File: src/hw/rtl/rsfd_pkg.sv
// Shared types, constants and helper functions for the serial frame decoder.
// Used by the controller, the datapath and the top level; depends on nothing.
package rsfd_pkg;

	// Fixed field widths of the result beat.
	localparam int STATUS_W = 2;
	localparam int INDEX_W  = 5;
	localparam int VALUE_W  = 13;
	localparam int COUNT_W  = 6;
	localparam int FRAMES_W = 8;
	localparam int QUAL_W   = 7;
	localparam int BCNT_W   = 7;

	// Protocol bytes.
	localparam logic [7:0] HDR_BYTE = 8'hA8;
	localparam logic [7:0] ID_CRC   = 8'h01;
	localparam logic [7:0] ID_SUM   = 8'h00;
	localparam logic [7:0] MIN_COUNT = 8'd2;

	localparam logic [QUAL_W-1:0] GOOD_QUALITY = 7'd100;

	// Status codes of a result beat.
	localparam logic [STATUS_W-1:0] STAT_OK     = 2'd0;
	localparam logic [STATUS_W-1:0] STAT_BUSY   = 2'd1;
	localparam logic [STATUS_W-1:0] STAT_UNSYNC = 2'd2;
	localparam logic [STATUS_W-1:0] STAT_BAD    = 2'd3;

	// Controller states: frame parsing phases followed by the channel burst.
	typedef enum logic [3:0] {
		ST_UNSYNCED,
		ST_HEADER,
		ST_STATUS,
		ST_DATA,
		ST_CHECK_HI,
		ST_SKIP_A,
		ST_SKIP_B,
		ST_CHECK_FINAL,
		ST_BURST_RD,
		ST_BURST_OUT
	} state_t;

	// Commands from the controller to the datapath.
	typedef struct packed {
		logic                start_frame;
		logic                set_sum;
		logic                absorb;
		logic                load_count;
		logic                store_data;
		logic                load_check;
		logic                frame_good;
		logic                burst_rd;
		logic                burst_load;
		logic                emit;
		logic [STATUS_W-1:0] code;
	} cmd_t;

	// Status from the datapath to the controller.
	typedef struct packed {
		logic hdr_ok;
		logic id_ok;
		logic id_sum;
		logic count_ok;
		logic data_done;
		logic crc_mode;
		logic check_ok;
		logic burst_last;
		logic out_free;
	} stat_t;

	// One byte of CRC-16 with polynomial 0x1021, most significant bit first.
	function automatic logic [15:0] crc_add(input logic [15:0] crc, input logic [7:0] b);
		logic [15:0] c;
		c = crc ^ {b, 8'h00};
		for (int k = 0; k < 8; k++) begin
			c = c[15] ? ({c[14:0], 1'b0} ^ 16'h1021) : {c[14:0], 1'b0};
		end
		return c;
	endfunction

	// The first four outputs come from packet channels 1, 2, 0, 3.
	function automatic logic [INDEX_W-1:0] src_of(input logic [INDEX_W-1:0] k);
		logic [INDEX_W-1:0] s;
		unique case (k)
			5'd0:    s = 5'd1;
			5'd1:    s = 5'd2;
			5'd2:    s = 5'd0;
			default: s = k;
		endcase
		return s;
	endfunction

endpackage

File: src/hw/rtl/rc_serial_frame_decoder.sv
// Top level of the remote-control serial frame decoder.
// Depends on rsfd_pkg, rsfd_ctrl, rsfd_datapath and rsfd_ram.
//
// The decoder takes one received byte per input beat and frames packets that
// open with header 0xA8, a variant byte (0x01 for CRC-16, 0x00 for an 8-bit
// sum with three skipped bytes), a channel count and two big-endian bytes per
// channel. Every byte that does not complete a good packet gives one status
// beat in the cycle after it is taken, and bytes are taken one per cycle while
// the output keeps draining. The last byte of a good packet gives one beat per
// reported channel instead; each channel beat needs a store read state and then
// a load state, because the byte store is read through registered ports, and
// the input is held for the whole burst. The store needs no clearing pass
// after reset: per-entry valid flags make unwritten entries read as zero.
module rc_serial_frame_decoder #(
	parameter int MAX_CHANNELS = 32
) (
	input  logic        clk,
	input  logic        arst_n,
	// Configuration: max_channels.
	input  logic        cfg_we,
	input  logic [5:0]  cfg_wdata,
	// Input beats. s_tdata: rx_byte [7:0].
	input  logic        s_tvalid,
	output logic        s_tready,
	input  logic [7:0]  s_tdata,
	// Result beats. m_tdata: channel_index [4:0], channel_value [17:5],
	// clamped frame count [23:18], frame_counter [31:24], signal_quality [38:32],
	// zero [39]. m_tuser: status [1:0].
	output logic        m_tvalid,
	input  logic        m_tready,
	output logic [39:0] m_tdata,
	output logic [1:0]  m_tuser,
	output logic        m_tlast
);
	import rsfd_pkg::*;

	cmd_t                cmd;
	stat_t               stat;
	logic [INDEX_W-1:0]  out_index;
	logic [VALUE_W-1:0]  out_value;
	logic [COUNT_W-1:0]  out_count;
	logic [FRAMES_W-1:0] out_frames;
	logic [QUAL_W-1:0]   out_quality;

	rsfd_ctrl u_ctrl (
		.clk      (clk),
		.arst_n   (arst_n),
		.s_tvalid (s_tvalid),
		.s_tready (s_tready),
		.stat     (stat),
		.cmd      (cmd)
	);

	rsfd_datapath #(.MAX_CHANNELS(MAX_CHANNELS)) u_datapath (
		.clk         (clk),
		.arst_n      (arst_n),
		.cfg_we      (cfg_we),
		.cfg_wdata   (cfg_wdata),
		.rx_byte     (s_tdata),
		.cmd         (cmd),
		.stat        (stat),
		.out_ready   (m_tready),
		.out_valid   (m_tvalid),
		.out_status  (m_tuser),
		.out_index   (out_index),
		.out_value   (out_value),
		.out_count   (out_count),
		.out_frames  (out_frames),
		.out_quality (out_quality),
		.out_last    (m_tlast)
	);

	// Pack the result fields, lowest field first, padded to whole bytes.
	assign m_tdata = {1'b0, out_quality, out_frames, out_count, out_value, out_index};

endmodule

File: src/hw/rtl/rsfd_ram.sv
// Generic single-write, single-read RAM with a registered read port.
// Stand-alone; used by the decoder datapath for the channel byte store.
module rsfd_ram #(
	parameter int WIDTH = 8,
	parameter int DEPTH = 32
) (
	input  logic                     clk,
	input  logic                     we,
	input  logic [$clog2(DEPTH)-1:0] waddr,
	input  logic [WIDTH-1:0]         wdata,
	input  logic                     re,
	input  logic [$clog2(DEPTH)-1:0] raddr,
	output logic [WIDTH-1:0]         rdata
);

	logic [WIDTH-1:0] mem [DEPTH];

	// Write port and registered read port.
	always_ff @(posedge clk) begin
		if (we) begin
			mem[waddr] <= wdata;
		end
		if (re) begin
			rdata <= mem[raddr];
		end
	end

endmodule

File: src/hw/rtl/rsfd_ctrl.sv
// Controller state machine of the serial frame decoder: parses the packet
// phases and sequences the channel burst. Depends on rsfd_pkg.
module rsfd_ctrl (
	input  logic           clk,
	input  logic           arst_n,
	input  logic           s_tvalid,
	output logic           s_tready,
	input  rsfd_pkg::stat_t stat,
	output rsfd_pkg::cmd_t  cmd
);
	import rsfd_pkg::*;

	state_t state_q, state_d;
	logic   accept;

	// State register.
	always_ff @(posedge clk or negedge arst_n) begin
		if (!arst_n) begin
			state_q <= ST_UNSYNCED;
		end else begin
			state_q <= state_d;
		end
	end

	// Input bytes are taken in every parsing phase while the result register can load.
	assign s_tready = stat.out_free && (state_q != ST_BURST_RD) && (state_q != ST_BURST_OUT);
	assign accept   = s_tvalid && s_tready;

	// Next state and datapath commands.
	always_comb begin
		state_d  = state_q;
		cmd      = '0;
		cmd.code = STAT_BUSY;
		unique case (state_q)
			ST_UNSYNCED: begin
				if (accept) begin
					cmd.emit = 1'b1;
					if (stat.hdr_ok) begin
						cmd.start_frame = 1'b1;
						state_d         = ST_HEADER;
					end else begin
						cmd.code = STAT_UNSYNC;
					end
				end
			end
			ST_HEADER: begin
				if (accept) begin
					cmd.emit = 1'b1;
					if (stat.id_ok) begin
						cmd.set_sum = stat.id_sum;
						cmd.absorb  = 1'b1;
						state_d     = ST_STATUS;
					end else begin
						state_d = ST_UNSYNCED;
					end
				end
			end
			ST_STATUS: begin
				if (accept) begin
					cmd.emit = 1'b1;
					if (stat.count_ok) begin
						cmd.load_count = 1'b1;
						cmd.absorb     = 1'b1;
						state_d        = ST_DATA;
					end else begin
						state_d = ST_UNSYNCED;
					end
				end
			end
			ST_DATA: begin
				if (accept) begin
					cmd.emit       = 1'b1;
					cmd.store_data = 1'b1;
					cmd.absorb     = 1'b1;
					if (stat.data_done) begin
						state_d = ST_CHECK_HI;
					end
				end
			end
			ST_CHECK_HI: begin
				if (accept) begin
					cmd.emit       = 1'b1;
					cmd.load_check = 1'b1;
					state_d        = stat.crc_mode ? ST_CHECK_FINAL : ST_SKIP_A;
				end
			end
			ST_SKIP_A: begin
				if (accept) begin
					cmd.emit = 1'b1;
					state_d  = ST_SKIP_B;
				end
			end
			ST_SKIP_B: begin
				if (accept) begin
					cmd.emit = 1'b1;
					state_d  = ST_CHECK_FINAL;
				end
			end
			ST_CHECK_FINAL: begin
				if (accept) begin
					if (stat.check_ok) begin
						cmd.frame_good = 1'b1;
						state_d        = ST_BURST_RD;
					end else begin
						cmd.emit = 1'b1;
						cmd.code = STAT_BAD;
						state_d  = ST_UNSYNCED;
					end
				end
			end
			ST_BURST_RD: begin
				cmd.burst_rd = 1'b1;
				state_d      = ST_BURST_OUT;
			end
			ST_BURST_OUT: begin
				if (stat.out_free) begin
					cmd.burst_load = 1'b1;
					state_d        = stat.burst_last ? ST_UNSYNCED : ST_BURST_RD;
				end
			end
			default: begin
				state_d = ST_UNSYNCED;
			end
		endcase
	end

`ifndef NO_ASSERTIONS
	// A good frame always starts a burst that reads before it loads a beat.
	a_good_starts_burst: assert property (@(posedge clk) disable iff (!arst_n)
		cmd.frame_good |=> cmd.burst_rd)
		else $error("good frame did not start a channel burst");

	// A channel beat is loaded right after its store read, or later if the output stalls.
	a_load_after_read: assert property (@(posedge clk) disable iff (!arst_n)
		cmd.burst_load |-> $past(cmd.burst_rd) || $past(state_q == ST_BURST_OUT))
		else $error("channel beat loaded without a store read");

	// No input byte is taken while a burst is running.
	a_no_input_in_burst: assert property (@(posedge clk) disable iff (!arst_n)
		(cmd.burst_rd || cmd.burst_load) |-> !accept)
		else $error("input accepted during channel burst");
`endif

endmodule

File: src/hw/rtl/rsfd_datapath.sv
// Datapath of the serial frame decoder: running CRC and sum, byte store,
// frame counters and the result register. Depends on rsfd_pkg and rsfd_ram.
module rsfd_datapath #(
	parameter int MAX_CHANNELS = 32
) (
	input  logic                               clk,
	input  logic                               arst_n,
	input  logic                               cfg_we,
	input  logic [rsfd_pkg::COUNT_W-1:0]       cfg_wdata,
	input  logic [7:0]                         rx_byte,
	input  rsfd_pkg::cmd_t                     cmd,
	output rsfd_pkg::stat_t                    stat,
	input  logic                               out_ready,
	output logic                               out_valid,
	output logic [rsfd_pkg::STATUS_W-1:0]      out_status,
	output logic [rsfd_pkg::INDEX_W-1:0]       out_index,
	output logic [rsfd_pkg::VALUE_W-1:0]       out_value,
	output logic [rsfd_pkg::COUNT_W-1:0]       out_count,
	output logic [rsfd_pkg::FRAMES_W-1:0]      out_frames,
	output logic [rsfd_pkg::QUAL_W-1:0]        out_quality,
	output logic                               out_last
);
	import rsfd_pkg::*;

	localparam int AW = $clog2(MAX_CHANNELS);
	localparam logic [7:0] MaxByte = 8'(MAX_CHANNELS);
	localparam logic [COUNT_W-1:0] MaxCount = COUNT_W'(MAX_CHANNELS);
	localparam logic [BCNT_W-1:0] StoreDepth = BCNT_W'(2 * MAX_CHANNELS);

	// Frame state.
	logic                crc_mode_q;
	logic [15:0]         crc_q;
	logic [7:0]          sum_q;
	logic [BCNT_W-1:0]   byte_count_q;
	logic [COUNT_W-1:0]  fc_q;
	logic [7:0]          chk_hi_q;
	logic [FRAMES_W-1:0] good_frames_q;
	logic [COUNT_W-1:0]  max_ch_q;

	// Burst state.
	logic [COUNT_W-1:0]  burst_cnt_q;
	logic [INDEX_W-1:0]  k_q;
	logic                hv_q, lv_q;

	// Byte store: even bytes in one RAM, odd bytes in the other.
	logic [MAX_CHANNELS-1:0] hi_vld_q, lo_vld_q;
	logic [AW-1:0]           waddr, raddr;
	logic [INDEX_W-1:0]      src;
	logic                    we_hi, we_lo;
	logic [7:0]              hi_rd, lo_rd;
	logic [15:0]             word;
	logic                    eff_crc;
	logic [COUNT_W-1:0]      limit, clamp;

	assign waddr = byte_count_q[AW:1];
	assign we_hi = cmd.store_data && !byte_count_q[0];
	assign we_lo = cmd.store_data && byte_count_q[0];
	assign src   = src_of(k_q);
	assign raddr = src[AW-1:0];

	rsfd_ram #(.WIDTH(8), .DEPTH(MAX_CHANNELS)) u_store_hi (
		.clk   (clk),
		.we    (we_hi),
		.waddr (waddr),
		.wdata (rx_byte),
		.re    (cmd.burst_rd),
		.raddr (raddr),
		.rdata (hi_rd)
	);

	rsfd_ram #(.WIDTH(8), .DEPTH(MAX_CHANNELS)) u_store_lo (
		.clk   (clk),
		.we    (we_lo),
		.waddr (waddr),
		.wdata (rx_byte),
		.re    (cmd.burst_rd),
		.raddr (raddr),
		.rdata (lo_rd)
	);

	// A store entry never written reads as zero.
	assign word = {hv_q ? hi_rd : 8'h00, lv_q ? lo_rd : 8'h00};

	// Check variant in force for this byte; the sum flag applies at once.
	assign eff_crc = cmd.set_sum ? 1'b0 : crc_mode_q;

	// Reported count: frame count clamped to the register, zero meaning one.
	assign limit = (max_ch_q == '0) ? COUNT_W'(1) : max_ch_q;
	assign clamp = (fc_q > limit) ? limit : fc_q;

	// Status toward the controller.
	always_comb begin
		stat.hdr_ok     = (rx_byte == HDR_BYTE);
		stat.id_ok      = (rx_byte == ID_CRC) || (rx_byte == ID_SUM);
		stat.id_sum     = (rx_byte == ID_SUM);
		stat.count_ok   = (rx_byte >= MIN_COUNT) && (rx_byte <= MaxByte);
		stat.data_done  = ((byte_count_q + BCNT_W'(1)) >= {fc_q, 1'b0});
		stat.crc_mode   = crc_mode_q;
		stat.check_ok   = crc_mode_q ? (crc_q == {chk_hi_q, rx_byte}) : (sum_q == rx_byte);
		stat.burst_last = ({1'b0, k_q} + COUNT_W'(1)) == burst_cnt_q;
		stat.out_free   = !out_valid || out_ready;
	end

	// Control registers with defined reset values.
	always_ff @(posedge clk or negedge arst_n) begin
		if (!arst_n) begin
			max_ch_q      <= MaxCount;
			good_frames_q <= '0;
			hi_vld_q      <= '0;
			lo_vld_q      <= '0;
			out_valid     <= 1'b0;
		end else begin
			if (cfg_we) begin
				max_ch_q <= cfg_wdata;
			end
			if (cmd.frame_good) begin
				good_frames_q <= good_frames_q + FRAMES_W'(1);
			end
			if (we_hi) begin
				hi_vld_q[waddr] <= 1'b1;
			end
			if (we_lo) begin
				lo_vld_q[waddr] <= 1'b1;
			end
			if (cmd.emit || cmd.burst_load) begin
				out_valid <= 1'b1;
			end else if (out_ready) begin
				out_valid <= 1'b0;
			end
		end
	end

	// Running check and frame bookkeeping.
	always_ff @(posedge clk) begin
		if (cmd.start_frame) begin
			crc_mode_q   <= 1'b1;
			crc_q        <= crc_add(16'h0000, rx_byte);
			sum_q        <= rx_byte;
			byte_count_q <= '0;
		end else begin
			if (cmd.set_sum) begin
				crc_mode_q <= 1'b0;
			end
			if (cmd.absorb && eff_crc) begin
				crc_q <= crc_add(crc_q, rx_byte);
			end
			if (cmd.absorb && !eff_crc) begin
				sum_q <= sum_q + rx_byte;
			end
			if (cmd.store_data) begin
				byte_count_q <= byte_count_q + BCNT_W'(1);
			end
		end
		if (cmd.load_count) begin
			fc_q <= rx_byte[COUNT_W-1:0];
		end
		if (cmd.load_check) begin
			chk_hi_q <= rx_byte;
		end
	end

	// Burst sequencing: count latch, channel index and entry valid flags.
	always_ff @(posedge clk) begin
		if (cmd.frame_good) begin
			burst_cnt_q <= clamp;
			k_q         <= '0;
		end else if (cmd.burst_load) begin
			k_q <= k_q + INDEX_W'(1);
		end
		if (cmd.burst_rd) begin
			hv_q <= hi_vld_q[raddr];
			lv_q <= lo_vld_q[raddr];
		end
	end

	// Result register: status beat or channel beat.
	always_ff @(posedge clk) begin
		if (cmd.emit) begin
			out_status  <= cmd.code;
			out_index   <= '0;
			out_value   <= '0;
			out_count   <= '0;
			out_frames  <= good_frames_q;
			out_quality <= '0;
			out_last    <= 1'b1;
		end else if (cmd.burst_load) begin
			out_status  <= STAT_OK;
			out_index   <= k_q;
			out_value   <= word[15:3];
			out_count   <= burst_cnt_q;
			out_frames  <= good_frames_q;
			out_quality <= GOOD_QUALITY;
			out_last    <= stat.burst_last;
		end
	end

`ifndef NO_ASSERTIONS
	// Data bytes always land inside the store.
	a_store_in_range: assert property (@(posedge clk) disable iff (!arst_n)
		cmd.store_data |-> byte_count_q < StoreDepth)
		else $error("data byte beyond store depth");

	// A burst reads only channels below a legal, nonzero count.
	a_burst_in_range: assert property (@(posedge clk) disable iff (!arst_n)
		cmd.burst_rd |-> ({1'b0, k_q} < burst_cnt_q) && (burst_cnt_q <= MaxCount))
		else $error("burst index or count out of range");

	// A channel beat carries full quality and a nonzero count.
	a_ok_beat_fields: assert property (@(posedge clk) disable iff (!arst_n)
		(out_valid && out_status == STAT_OK) |->
			(out_quality == GOOD_QUALITY) && (out_count != '0))
		else $error("channel beat with bad quality or count");

	// Status and channel beats are never loaded together.
	a_single_load: assert property (@(posedge clk) disable iff (!arst_n)
		cmd.emit |-> !cmd.burst_load && !cmd.frame_good)
		else $error("conflicting result loads");
`endif

endmodule

File: config.mk
export PLATFORM = sky130hd
export DESIGN_NAME = rc_serial_frame_decoder
export DESIGN_NICKNAME = d
export VERILOG_FILES = /design/src/hw/rtl/rsfd_pkg.sv /design/src/hw/rtl/rc_serial_frame_decoder.sv /design/src/hw/rtl/rsfd_ram.sv /design/src/hw/rtl/rsfd_ctrl.sv /design/src/hw/rtl/rsfd_datapath.sv
export SDC_FILE = /design/constraint.sdc
export NUM_CORES = 1
export LEC_CHECK = 0
export ABC_AREA = 1
export BUFFER_PORTS_ARGS = -buffer_cell sky130_fd_sc_hd__buf_4
export CAP_MARGIN = 5
export CORE_MARGIN = 1.5
export CORE_UTILIZATION = 44
export DETAILED_ROUTE_END_ITERATION = 10
export HOLD_SLACK_MARGIN = 0.08
export MAX_ROUTING_LAYER = met4
export PLACE_DENSITY = 0.67
export SYNTH_ARGS = -nofsm -noshare
export SYNTH_HDL_FRONTEND = slang
export SYNTH_SLANG_ARGS = --single-unit
File: constraint.sdc
create_clock -name clk -period 2.6 [get_ports clk]
set_input_delay 0.13 -clock clk [delete_from_list [all_inputs] [get_ports clk]]
set_output_delay 0.13 -clock clk [all_outputs]
set_load 0.005 [all_outputs]
**Word-level counts from Yosys, hierarchy flattened**

Memories as Yosys holds them, arrays and structs flattened. A register that Yosys moved wholly into a read port is not among the register bits.
Index checks and enable logic that the tools add are counted.
Widths: inputs -> output; s select.

- RAM bits: 512
- Word-level logic and storage cells: 195
- Output and inout bits: 45
- Memories: 2
- Flip-flop bits (word level): 178
- Input bits: 19

Memory list:

| memory | depth | width | read ports | clocked after memory_dff | write ports | RTL line | RTL |
|---|---|---|---|---|---|---|---|
| u_datapath.u_store_hi.mem | 32 | 8 | 1 | 1 | 1 | rsfd_ram.sv:16 | `logic [WIDTH-1:0] mem [DEPTH];` |
| u_datapath.u_store_lo.mem | 32 | 8 | 1 | 1 | 1 | rsfd_ram.sv:16 |  |

- Equality and inequality tests: 29
- $lt $le $gt $ge: 7
- Bitwise gates (word level): 19
- Muxes and demuxes: 85
- $add $sub $neg: 5
- Reduce and logical (&&, ||, !) cells: 25

Operators by type and width:

| kind | number |
|---|---|
| $mux 13 | 16 |
| $or 32x32->32 | 2 |
| $mux 4 | 13 |
| $mux 8 | 6 |
| $not 3->3 | 16 |
| $pmux 4 s10 | 1 |
| $mux 16 | 2 |
| $mux 1 | 25 |
| $mux 2 | 10 |
| $ne 2x1->1 const B | 9 |
| $eq 16x16->1 | 1 |
| $eq 4x3->1 const B | 4 |
| $xor 16x16->16 | 1 |
| $pmux 5 s3 | 1 |
| $lt 5x6->1 const B | 2 |
| $mux 6 | 2 |
| $reduce_and 11->1 | 1 |
| $bmux 1 s5 | 2 |
| $logic_and 1x1->1 | 9 |
| $mux 3 | 3 |
| $add 8x1->8 const B | 1 |
| $add 8x8->8 | 1 |
| $eq 4x2->1 const B | 2 |
| $eq 4x4->1 const B | 2 |
| 28 further kinds | 38 |

**Longest topological paths before layout**

Gate-level depths: netlist of run 1.

- Word-level depth: 19
- Mapped depth: 17
- Gate-level depth less buffers: 15

**By module**

Synthesis of run 1 repeated with hierarchy kept, for this count alone.

- Cells, all modules: 2951
- Area total of the unflattened synthesis: 31013.5 um^2

Modules (own cells, without submodules):

| module | sequential area each (um^2) | area each (um^2) | instances | cells an instance |
|---|---|---|---|---|
| rsfd_ram | 7927.6 | 10866.7 | 2 | 922 |
| rsfd_datapath | 4440.5 | 8723.4 | 1 | 1013 |
| rsfd_ctrl | 100.1 | 545.5 | 1 | 92 |
| rc_serial_frame_decoder | 0.0 | 11.3 | 1 | 2 |

**Least setup slack after synthesis of run 1**

OpenSTA, ideal clock, no wires.

- Kind: register -> register
- Start point: register u_ctrl.state_q[3]
- End point: memory u_datapath.u_store_hi.mem[3][0] (enable)
- Setup slack: 0.406 ns
- Library setup time: 0.370 ns
- Stages on the path, launching flop included: 12
- Data arrival time: 1.824 ns
- Data required time: 2.230 ns
- Period minus slack after synthesis: 2.194 ns
- Buffers on the path: 2
- Path through: dfrtp_1 nor2_1 inv_1 nor2_1 inv_1 nor2_4 inv_2 buf_6 nor2_4 nand2_2 buf_2 nor2_1

- Longest elaborated chain between the ends: 9
- Elaborated cells between the ends (all ways): 11
- Classes of those cells: 3 x eq/ne; 4 x mux; 4 x reduce/logical

Ends and longest elaborated chain:

| element | RTL line | RTL |
|---|---|---|
| start, declared | rsfd_ctrl.sv:13 | `state_t state_q, state_d;` |
| start signal, assigned | rsfd_ctrl.sv:21 | `state_q <= state_d;` |
| $ne 4x4->1 | rsfd_ctrl.sv:26 | `assign s_tready = stat.out_free && (state_q != ST_BURST_RD) && (state_q != ST_BURST_OUT);` |
| $logic_and 1x1->1 (2 in a row) | rsfd_ctrl.sv:26 |  |
| $logic_and 1x1->1 | rsfd_ctrl.sv:27 | `assign accept = s_tvalid && s_tready;` |
| $mux 1 | rsfd_ctrl.sv:71 | `if (accept) begin` |
| $mux 1 (*) | rsfd_ctrl.sv:34 | `unique case (state_q)` |
| $logic_and 1x1->1 (*) | rsfd_datapath.sv:56 | `assign we_hi = cmd.store_data && !byte_count_q[0];` |
| $mux 1 (*) | rsfd_ram.sv:20 | `if (we) begin` |
| $mux 1 (not written as such) (*) | rsfd_ram.sv:21 | `mem[waddr] <= wdata;` |
| end, declared | rsfd_ram.sv:16 |  |

Mark *: on every way between the ends. The rest lies on a longest branch, timed or not.

**Worst setup path after layout of run 1**

- Start point: register u_datapath.k_q[0]
- End point: register u_datapath.u_store_hi.rdata[3], read port of u_datapath.u_store_hi.mem, data pin

- Longest elaborated chain between the ends: 2
- Elaborated cells between the ends (all ways): 4
- Classes of those cells: 2 x eq/ne; 1 x mux; 1 x reduce/logical

Ends and longest elaborated chain:

| element | RTL line | RTL |
|---|---|---|
| start, declared | rsfd_datapath.sv:42 | `logic [INDEX_W-1:0] k_q;` |
| start signal, assigned | rsfd_datapath.sv:168 | `k_q <= k_q + INDEX_W'(1);` |
| $eq 5x2->1 (tied with other cells) | rsfd_pkg.sv:83 | `unique case (k)` |
| $pmux 5 s3 (*) | rsfd_pkg.sv:83 |  |
| end, declared | rsfd_ram.sv:13 | `output logic [WIDTH-1:0] rdata` |

Marks and branches as above.
A chain may end at the register's enable or synchronous reset.

==> results of run 1 <==
## cells by family after synthesis
group,share of synthesized area [%]
compound gates,2.926
flops,62.48
other cells,0.01345
buf+inv,8.180
simple gates,23.85
xor+xnor,1.351
fa+ha+maj,1.194
## worst max-delay path: cells and delay by family, from the launching register on
family | cells | cell delay (ps)
simple gates | 12 | 1190
flops | 1 | 320
buf+inv | 4 | 570
fa+ha+maj | 1 | 150
## cell usage after synthesis (12+ instances only)
library cell,count
nand3b_1,53
nand2_1,650
buf_4,18
ha_1,25
edfxtp_1,485
nor2_2,12
a21oi_1,45
nor2_4,13
buf_1,29
xnor2_1,23
nand3_1,572
xor2_1,20
buf_2,73
dfxtp_1,39
inv_1,375
o21ai_0,95
nor2_1,112
dfrtp_1,82
clkbuf_1,32
nor3_1,14
## metrics by stage
step	instances	TNS, ps
final	3863	0
after floorplan	2841	0
after CTS	3850	0
after global routing	3863	-29.61
after global placement	3705	0
after detailed placement	3705	0
## report_power, final
| part | internal (mW) | total, mW | switching (mW) |
|---|---|---|---|
| sequential | 10.7 | 10.8 | 0.127 |
| clock | 5.62 | 9.36 | 3.74 |
| combinational | 0.568 | 1.87 | 1.30 |
## area by class of cell
class	count	area (um^2)
sequential	607	17430
tap	846	1059
multi-input combinational	1690	8254
clock inverter	21	195.2
inverter	382	1439
timing repair buffer	221	2018
clock buffer	96	1962
fill	5561	30500
## per-layer routing
metal  share of wire [%]  track usage [%]
met2                  48            38.73
met5                   0                -
met1                  40            31.13
met3                 7.7            3.113
met4                 3.9            10.31
## state kept, by name (all words and copies together) (netlist names), 6 cells and up
register / flops
u_datapath.fc_q: 6
u_datapath.out_frames: 8
u_datapath.crc_q: 16
u_datapath.hi_vld_q: 32
u_datapath.burst_cnt_q: 6
u_datapath.u_store_hi.mem: 256
u_datapath.lo_vld_q: 32
u_datapath.good_frames_q: 8
u_datapath.u_store_hi.rdata: 8
u_datapath.byte_count_q: 7
u_datapath.max_ch_q: 6
u_datapath.u_store_lo.mem: 160
u_datapath.out_count: 6
u_datapath.chk_hi_q: 8
u_datapath.sum_q: 8
u_datapath.out_value: 13
## cell usage in the layout, fill, tap and decap left out, drive strengths merged, types with 2 or more instances in the layout
master       instances
nand4               10
a21oi               45
xor2                20
o221ai               2
nand3              573
nand2              657
nand3b              53
edfxtp             485
nor2               138
dfxtp               39
nor4                 5
a211oi               3
bufinv               4
inv                381
dlygate4sd3         28
conb                 5
a31oi                3
or2                 10
xnor2               23
o21a                 2
buf                190
o21ai               97
ha                  25
clkinv              18
dfrtp               82
nor3                14
clkbuf              99
## worst max-delay path by stage
stage / start / to / slack, ps / depth (start not counted)
3_5_place_dp: u_datapath.k_q[0]$_SDFFE_PP0P_ / u_datapath.u_store_hi.rdata[5]$_DFFE_PP_ / 60 / 15
2_1_floorplan: u_ctrl.state_q[3]$_DFFE_PN0P_ / u_datapath.u_store_hi.mem[3][0]$_DFFE_PP_ / 410 / 11
4_1_cts: u_datapath.k_q[0]$_SDFFE_PP0P_ / u_datapath.u_store_hi.rdata[5]$_DFFE_PP_ / 30 / 15
6_report: u_datapath.k_q[0]$_SDFFE_PP0P_ / u_datapath.u_store_hi.rdata[3]$_DFFE_PP_ / 100 / 17
5_1_grt: u_datapath.k_q[0]$_SDFFE_PP0P_ / u_datapath.u_store_hi.rdata[5]$_DFFE_PP_ / -10 / 14
3_3_place_gp: u_datapath.k_q[0]$_SDFFE_PP0P_ / u_datapath.u_store_hi.rdata[4]$_DFFE_PP_ / 40 / 15
## repair_timing
| item | 4_1_cts | 5_1_grt |
|---|---|---|
| endpoints found under the hold margin | 82 | 0 |
| setup buffers | 0 | 9 |
| gates resized for setup | 0 | 11 |
| endpoints found under the setup margin | 0 | 134 |
| hold buffers | 28 | 0 |
==> out/results.txt, run 1 <==
The flow ran to the end, and the final reports show no timing, DRC or antenna violations. After clock tree synthesis, the clock-pin slew on the worst setup and hold paths is 60 ps. In the synthesized netlist the dominant register cell turns out to be edfxtp_1. The average cell area after synthesis is 9.829 um^2. Number of diodes: 0. The area inside the core boundary is 62850 um^2. The effective utilization at floorplan was 44.37%. Of the post-synthesis cell area, the dominant cell type holds 52.23%. In the synthesized netlist, the number of instances is 2837.

The clock tree synthesis step divided the H-tree into 3 levels. Cells with a size suffix above 1 make up 11.20% of the layout. The signal on the critical path passes through buf_4 -> ha_1 -> inv_1 -> nor2_2 -> nand2_2 -> nand3_4 -> nand2_8 -> buf_4 -> clkbuf_16 -> nand2_1 -> nand2_1 -> nand2_1 -> nand3_1 -> nand3_1 -> nand2_1 -> nand2_1 -> nand2_1. Dividing the detail-routed wire length by the instance count gives 19.73 um. The die covers 64890 um^2. The mapped netlist covers 27880 um^2. The worst register-to-register path begins at u_datapath.k_q[0]$_SDFFE_PP0P_. The kind of start point of the critical path is a flop.

Entering global routing, the biggest net connects 86 pins. The maximum operating frequency came out at 400.7 MHz. TritonCTS built the clock tree.

For the HPWL after detailed placement, the log shows 48190 um. Setup repair after global routing could not meet its margin everywhere. The later pin in the worst-skew pair is clocked with a latency of 600 ps. For this run the aggregate overflow at the end of global routing stands at 0. For this run, design rule violations remaining after detail routing come to 0.

The overall power was 22.03 mW. In this run, distinct cell masters in the synthesized netlist total 43. The final critical path takes up 95.98% of the cycle.

The run gives 3 as the initial antenna violation count. For the count of nets left with antenna violations after detail routing, the log shows 0. By startpoint and endpoint, the worst setup path is classified as flop to flop. The final count of pins violating max slew was 0. The highest ir drop seen on vdd is 395.3 uV. For the pin with the worst max-slew slack, the measured transition is 895.7 ps.

The via count normalized by instance count was 5.384. For the slack of the worst reg-to-reg path, the log shows 100 ps. STA puts the critical path data arrival time at 2840 ps. Yosys printed 0 warnings.

At the end of routability-driven placement, the weighted congestion stood at 0.8765. The run gives 51.48% as the end-of-flow core utilization. Wires add up to 76210 um. The detailed router finished its first iteration with 2239 violations. The first detailed-routing pass took 5 iterations. Summing over every cut layer, the via total after detailed routing is 20800. The max-capacitance violation count was 0; the layout net count was 3013. The capture endpoint of the worst hold path was u_datapath.fc_q[4]$_DFFE_PP_. Measured against its own limit, the worst slew margin works out to 40.28%. With fillers left out, the area of the finished cells amounts to 32350 um^2.

Timing analysis after detailed placement gives a worst setup slack of 59.37 ps. The sequential element share of the synthesized area was 62.48%. The via count of the first global-routing pass came out at 20220.

The tools report the first-pass GRT wire length as 116600 um. From left edge to right edge, the die measures 254.7 um. The count of endpoints failing hold in the final timing report is 0. 64 I/O pins were placed. Among the stages of the critical path, the cell type that occurs most often is nand2_1. The tightest hold path in the finished design has a slack of 126.9 ps.

The kind of path behind the tightest hold check was primary input to flop. The tools report the root buffer selected by CTS as clkbuf_16. The run gives 2940 ps as the worst path required time. The global-route total usage across every layer is 24.22%.

The peak per-stage delay on the critical path came out at 320 ps. The run gives 21.26 ps as the final worst clock skew. The path depth of the worst reg2reg path came out at 17.

The analysis attributes to cell leakage a power of 13.51 nW. The total clock sinks came out at 607. Along the worst hold path, the cell count comes to 2.

The clock buffer count from CTS is 66, and the post-synthesis to final-layout area growth is 16.02%. The areal power density over the cells was 680.8 nW/um^2; the buffer depth of the longest clock path was 3. The capture point of the worst reg-to-reg path was u_datapath.u_store_hi.rdata[3]$_DFFE_PP_. The cell with the biggest individual delay on the critical path was dfxtp_1. The number of failing setup endpoints in the final timing report is 0, and the register bit count reported by yosys is 607. The time the worst path needs with I/O delays and setup came out at 2495 ps. The biggest area contributor in the post-synthesis netlist is edfxtp_1. The tools report the worst setup margin as 104.6 ps.

For the number of cell rows, the log shows 92. By area the synthesized netlist is led by edfxtp_1 52%, nand3_1 10%, nand2_1 8.7%. Yosys mapped a number of flops with a built-in enable equal to 485. The tools report the sort of element at the end of the critical path as a flop. The hold path startpoint is s_tdata[4].

Along the worst path, the maximum fanout reaches 19. The die is 254.7 um tall. For this run, asynchronously set or reset flops after synthesis account for 13.67%. The instance area at placement is 29730 um^2, and the number of buffers inserted by port buffering is 58.
No activity file was read; power rests on OpenSTA's default activity.
==> run 2, diff against run 1 <==
- ABC_AREA: 1 -> 0
- CELL_PAD_IN_SITES_DETAIL_PLACEMENT: unset -> 1
- CELL_PAD_IN_SITES_GLOBAL_PLACEMENT: unset -> 2
- PLACE_DENSITY: 0.67 -> 0.87
==> out/results.txt, run 2 <==
Time the worst path needs with I/O delays and setup: 2551 ps (+55.71 ps). TritonCTS built the clock tree. The tools report the logic gate share of total power as 7.0% (-1.5 points). After synthesis, the cell types taking the most area are edfxtp_1 58%, dfrtp_1 8.2%, nand2_1 5.1%.

The detailed route wirelength on metal2 was 37210 um (+1.7%); the netlist area before placement was 25040 um^2 (-10%). The worst hold path belongs to the class primary input to async pin. The tools report the DRC violations left as 0 (unchanged). The register bit count reported by yosys is 607 (unchanged).

The library cells used most frequently in the layout, excluding fill and tap cells, are 485 x edfxtp_1, 341 x nand2_1, 218 x buf_4. The via count of the first global-routing pass came out at 18520 (-8.4%). The horizontal die dimension is 241.6 um (-5.2%), and the number of top-level design ports is 64 (unchanged). The tools report the iteration-0 DRC count of the detailed router as 1619 (-28%). The layout net count is 2237 (-26%). The clock buffer count from CTS was 66 (unchanged); the worst-case headroom to the max-slew limit was 38.93% (-1.4 points). The cell with the most instances on the worst path is buf_4.

For the highest ir drop seen on vdd, the log shows 460.8 uV (+17%). The final worst clock skew was 19.51 ps (-1.751 ps). The logs give 10.89 nW (-19%) for the static power due to leakage and 84.36 ps (-42.51 ps) for the final hold slack. The global-route total usage across every layer was 26.53% (+2.3 points); the total met3 wirelength after detailed routing was 3782 um (-35%). Area inside the core boundary: 56280 um^2 (-10%). Sequential element share of the synthesized area: 69.57% (+7.1 points).

For the total wirelength of the detailed-routed design, the log shows 75240 um (-1.3%). The fraction of layout cells with a size suffix above 1 works out to 20.57% (+9.4 points). The cell with the most instances after synthesis was edfxtp_1. The actual slew at the worst max-slew pin is 916.0 ps (+20.28 ps).

The final count of pins violating max slew was 0 (unchanged). The residual overflow from global routing was 0 (unchanged); the worst path required time was 3060 ps (+120 ps). The overall power came out at 21.93 mW (-0.45%).

Total clock sinks: 607 (unchanged). The placer's final routability congestion estimate is 0.8533 (-2.6%), and the initial antenna violation count is 1 (-2). The most common library cell in the layout ignoring fill and taps is edfxtp_1. The run gives 0 ps (unchanged) as the aggregate negative setup slack.

Max-capacitance violation count: 0 (unchanged). The final cell count without fillers is 3003 (-22%). Share of synthesized flip-flops with an asynchronous set or reset: 13.67% (unchanged).

The cell sitting at the root of the clock tree is a clkbuf_16. The number of instances in the synthesized netlist is 1981 (-30%). Maximum operating frequency: 392.0 MHz (-2.2%).

The ratio of final minimum period to clock period is 98.12% (+2.1 points), and the count of nets left with antenna violations after detail routing is 0 (unchanged). For the number of warnings reported in the yosys synthesis log, the log shows 0 (unchanged). Clock input transition at the sequential cells of the worst setup and hold paths: 60 ps (about the same). Part of the power in registers: 49.6% (+0.6 points). The tools report the buffer depth of the longest clock path as 3 (unchanged). The tools report the filler cell count in the final layout as 5716 (+2.8%). The sort of element at the end of the critical path is a flop. The average cell area after synthesis was 12.64 um^2 (+29%). On the critical path, the stage with the largest delay is an instance of or3b_2.

The tools report the kind of start point of the critical path as a flop. For this run, the leading register cell type out of synthesis is edfxtp_1. The run finished with clean final reports.

The dominant cell type by area after synthesis is edfxtp_1. Ranked by flip-flop count, first place goes to u_datapath.u_store_hi.mem. The area growth from synthesis to layout is 19.81%. Maximum number of pins on one net before global-route repair: 68 (-21%). The largest registers in the layout are u_datapath.u_store_hi.mem (256), u_datapath.u_store_lo.mem (160). The overall die height works out to 241.6 um (-5.2%).

The end-of-flow core utilization is 53.32% (+1.8 points), and the number of placed cells counting well taps is 2849 (-23%). Switching share of total power: 22.46% (-1.0 points). The worst path arrival time was 3010 ps (+170 ps); the HPWL after detailed placement was 47050 um (-2.4%).

The number of buffers inserted by port buffering works out to 58 (unchanged). For the first-pass GRT wire length, the log shows 114000 um (-2.3%). The count of endpoints failing hold in the final timing report was 0 (unchanged). The effective utilization at floorplan is 44.50% (+0.13 points), and the via count normalized by instance count is 5.745 (+6.7%). Distinct cell type count after synthesis: 63 (+47%).

The count of H-tree levels built during CTS is 3 (unchanged). The count of flip-flops with a built-in enable after synthesis is 485 (unchanged), and the met1 wire length is 32010 um (+4.0%). Sorting the synthesized cells by how often they occur yields 485 x edfxtp_1, 342 x nand2_1, 166 x nand3_1.

The setup path with the least slack is of type flop to flop. The number of failing setup endpoints in the final timing report is 0 (unchanged), and the number of cell rows is 87 (-5.4%). The largest fanout on the critical path came out at 35 (+16).

The first-pass iteration count of the detailed router was 8 (+3). The share of power burned in the clock network came out at 43.4% (+0.9 points). Setup repair after global routing could not meet its margin everywhere. The internal power consumption came out at 17.00 mW (+0.86%). The run gives 58360 um^2 (-10%) as the die outline area. The run gives 4.924 mW (-4.7%) as the net switching power figure. The uppermost signal routing layer after detailed routing was met4.

The run gives 17250 (-17%) as the total vias in the final route. For the insertion delay to the later sink of the worst-skew pair, the log shows 610 ps (about the same). The peak per-stage delay on the critical path works out to 530 ps (+210 ps).

The flip-flop count of the largest register after layout came out at 256 (unchanged). The critical path goes through buf_4 -> buf_4 -> or3b_2 -> buf_4 -> o21ai_0 -> a221o_1 -> o21ai_0 -> nand4_1. The fraction of post-synthesis cell area in the top cell type by area works out to 58.15% (+5.9 points). The routed length per instance was 25.05 um (+27%).

The areal power density over the cells works out to 730.7 nW/um^2 (+7.3%).
-- run 2: metrics by stage --
stage	setup slack, ps	cell area, um^2
6_report	48.89	30010
5_1_grt	-52.25	30010
2_1_floorplan	121.8	25060
3_5_place_dp	-186.6	27400
4_1_cts	21.26	29890
3_3_place_gp	3.092	27400
-- run 2: worst paths after layout --
check	startpoint	endpoint	slack [ps]	cells past startpoint
max	u_datapath.k_q[4]$_SDFFE_PP0P_	u_datapath.u_store_lo.rdata[3]$_DFFE_PP_	50	8
min	arst_n	u_datapath.hi_vld_q[14]$_DFFE_PN0P_	80	2
max reg2reg	u_datapath.k_q[4]$_SDFFE_PP0P_	u_datapath.u_store_lo.rdata[3]$_DFFE_PP_	50	8
min reg2reg	u_datapath.out_value[0]$_SDFFE_PP0P_	u_datapath.out_value[0]$_SDFFE_PP0P_	460	2
max in group asynchronous	arst_n	u_datapath.lo_vld_q[3]$_DFFE_PN0P_	1560	3
min in group clk	m_tready	u_datapath.out_valid$_DFFE_PN0P_	170	5
-- run 2: worst max-delay path: cells and delay by family (launching register included) --
kind                   cells  cell delay [ps]
buffers and inverters      3              730
AND/OR/NAND/NOR            2              630
AO/OA/AOI/OAI              3              710
flip-flops                 1              320
-- run 2: cell type report --
class | instances | area (um^2) | share of cell area, %
inverters | 25 | 93.84 | 0.3127
clock buffers | 101 | 2022 | 6.738
clock inverters | 21 | 176.4 | 0.5879
repair buffers | 258 | 2165 | 7.214
flip-flops and latches | 607 | 17430 | 58.08
diodes | 1 | 2.502 | 0.008340
well taps | 756 | 945.9 | 3.152
multi-input cells | 1234 | 7173 | 23.91
-- run 2: logic make-up after synthesis --
kind of cell               Yosys count  share of synthesized area [%]
muxes                               54                          2.448
DFF                                607                          69.57
and+or+nand+nor                    842                          15.65
xor gates and xnor gates            71                          2.483
buffers and inverters              144                          2.463
adders and majority gates           26                          1.329
AOI/OAI and AO/OA                  236                          6.040
other                                1                        0.01497
-- run 2: metal layers --
metal,vias to the layer above,global-route usage [%]
li1,7618,-
met1,8994,34.32
met2,502,43.23
met3,139,3.940
met4,0,8.306
met5,-,-
-- run 2: repair_timing --
| item | in CTS | in global routing |
|---|---|---|
| setup endpoints to repair | 12 | 41 |
| pin swaps | 1 | 6 |
| hold endpoints to repair | 76 | 0 |
| hold buffers | 26 | 0 |
| resized for setup | 8 | 23 |
| cloned | 0 | 1 |
| setup buffers | 0 | 4 |
-- run 2: power groups by stage --
stage	combinational (mW)	clock [mW]	sequential (mW)
global route	1.68	9.94	10.9
global placement	1.38	0	11.0
floorplan	0.830	0	11.0
CTS	1.51	9.62	10.9
finish	1.54	9.51	10.9
detailed placement	1.46	0	11.1
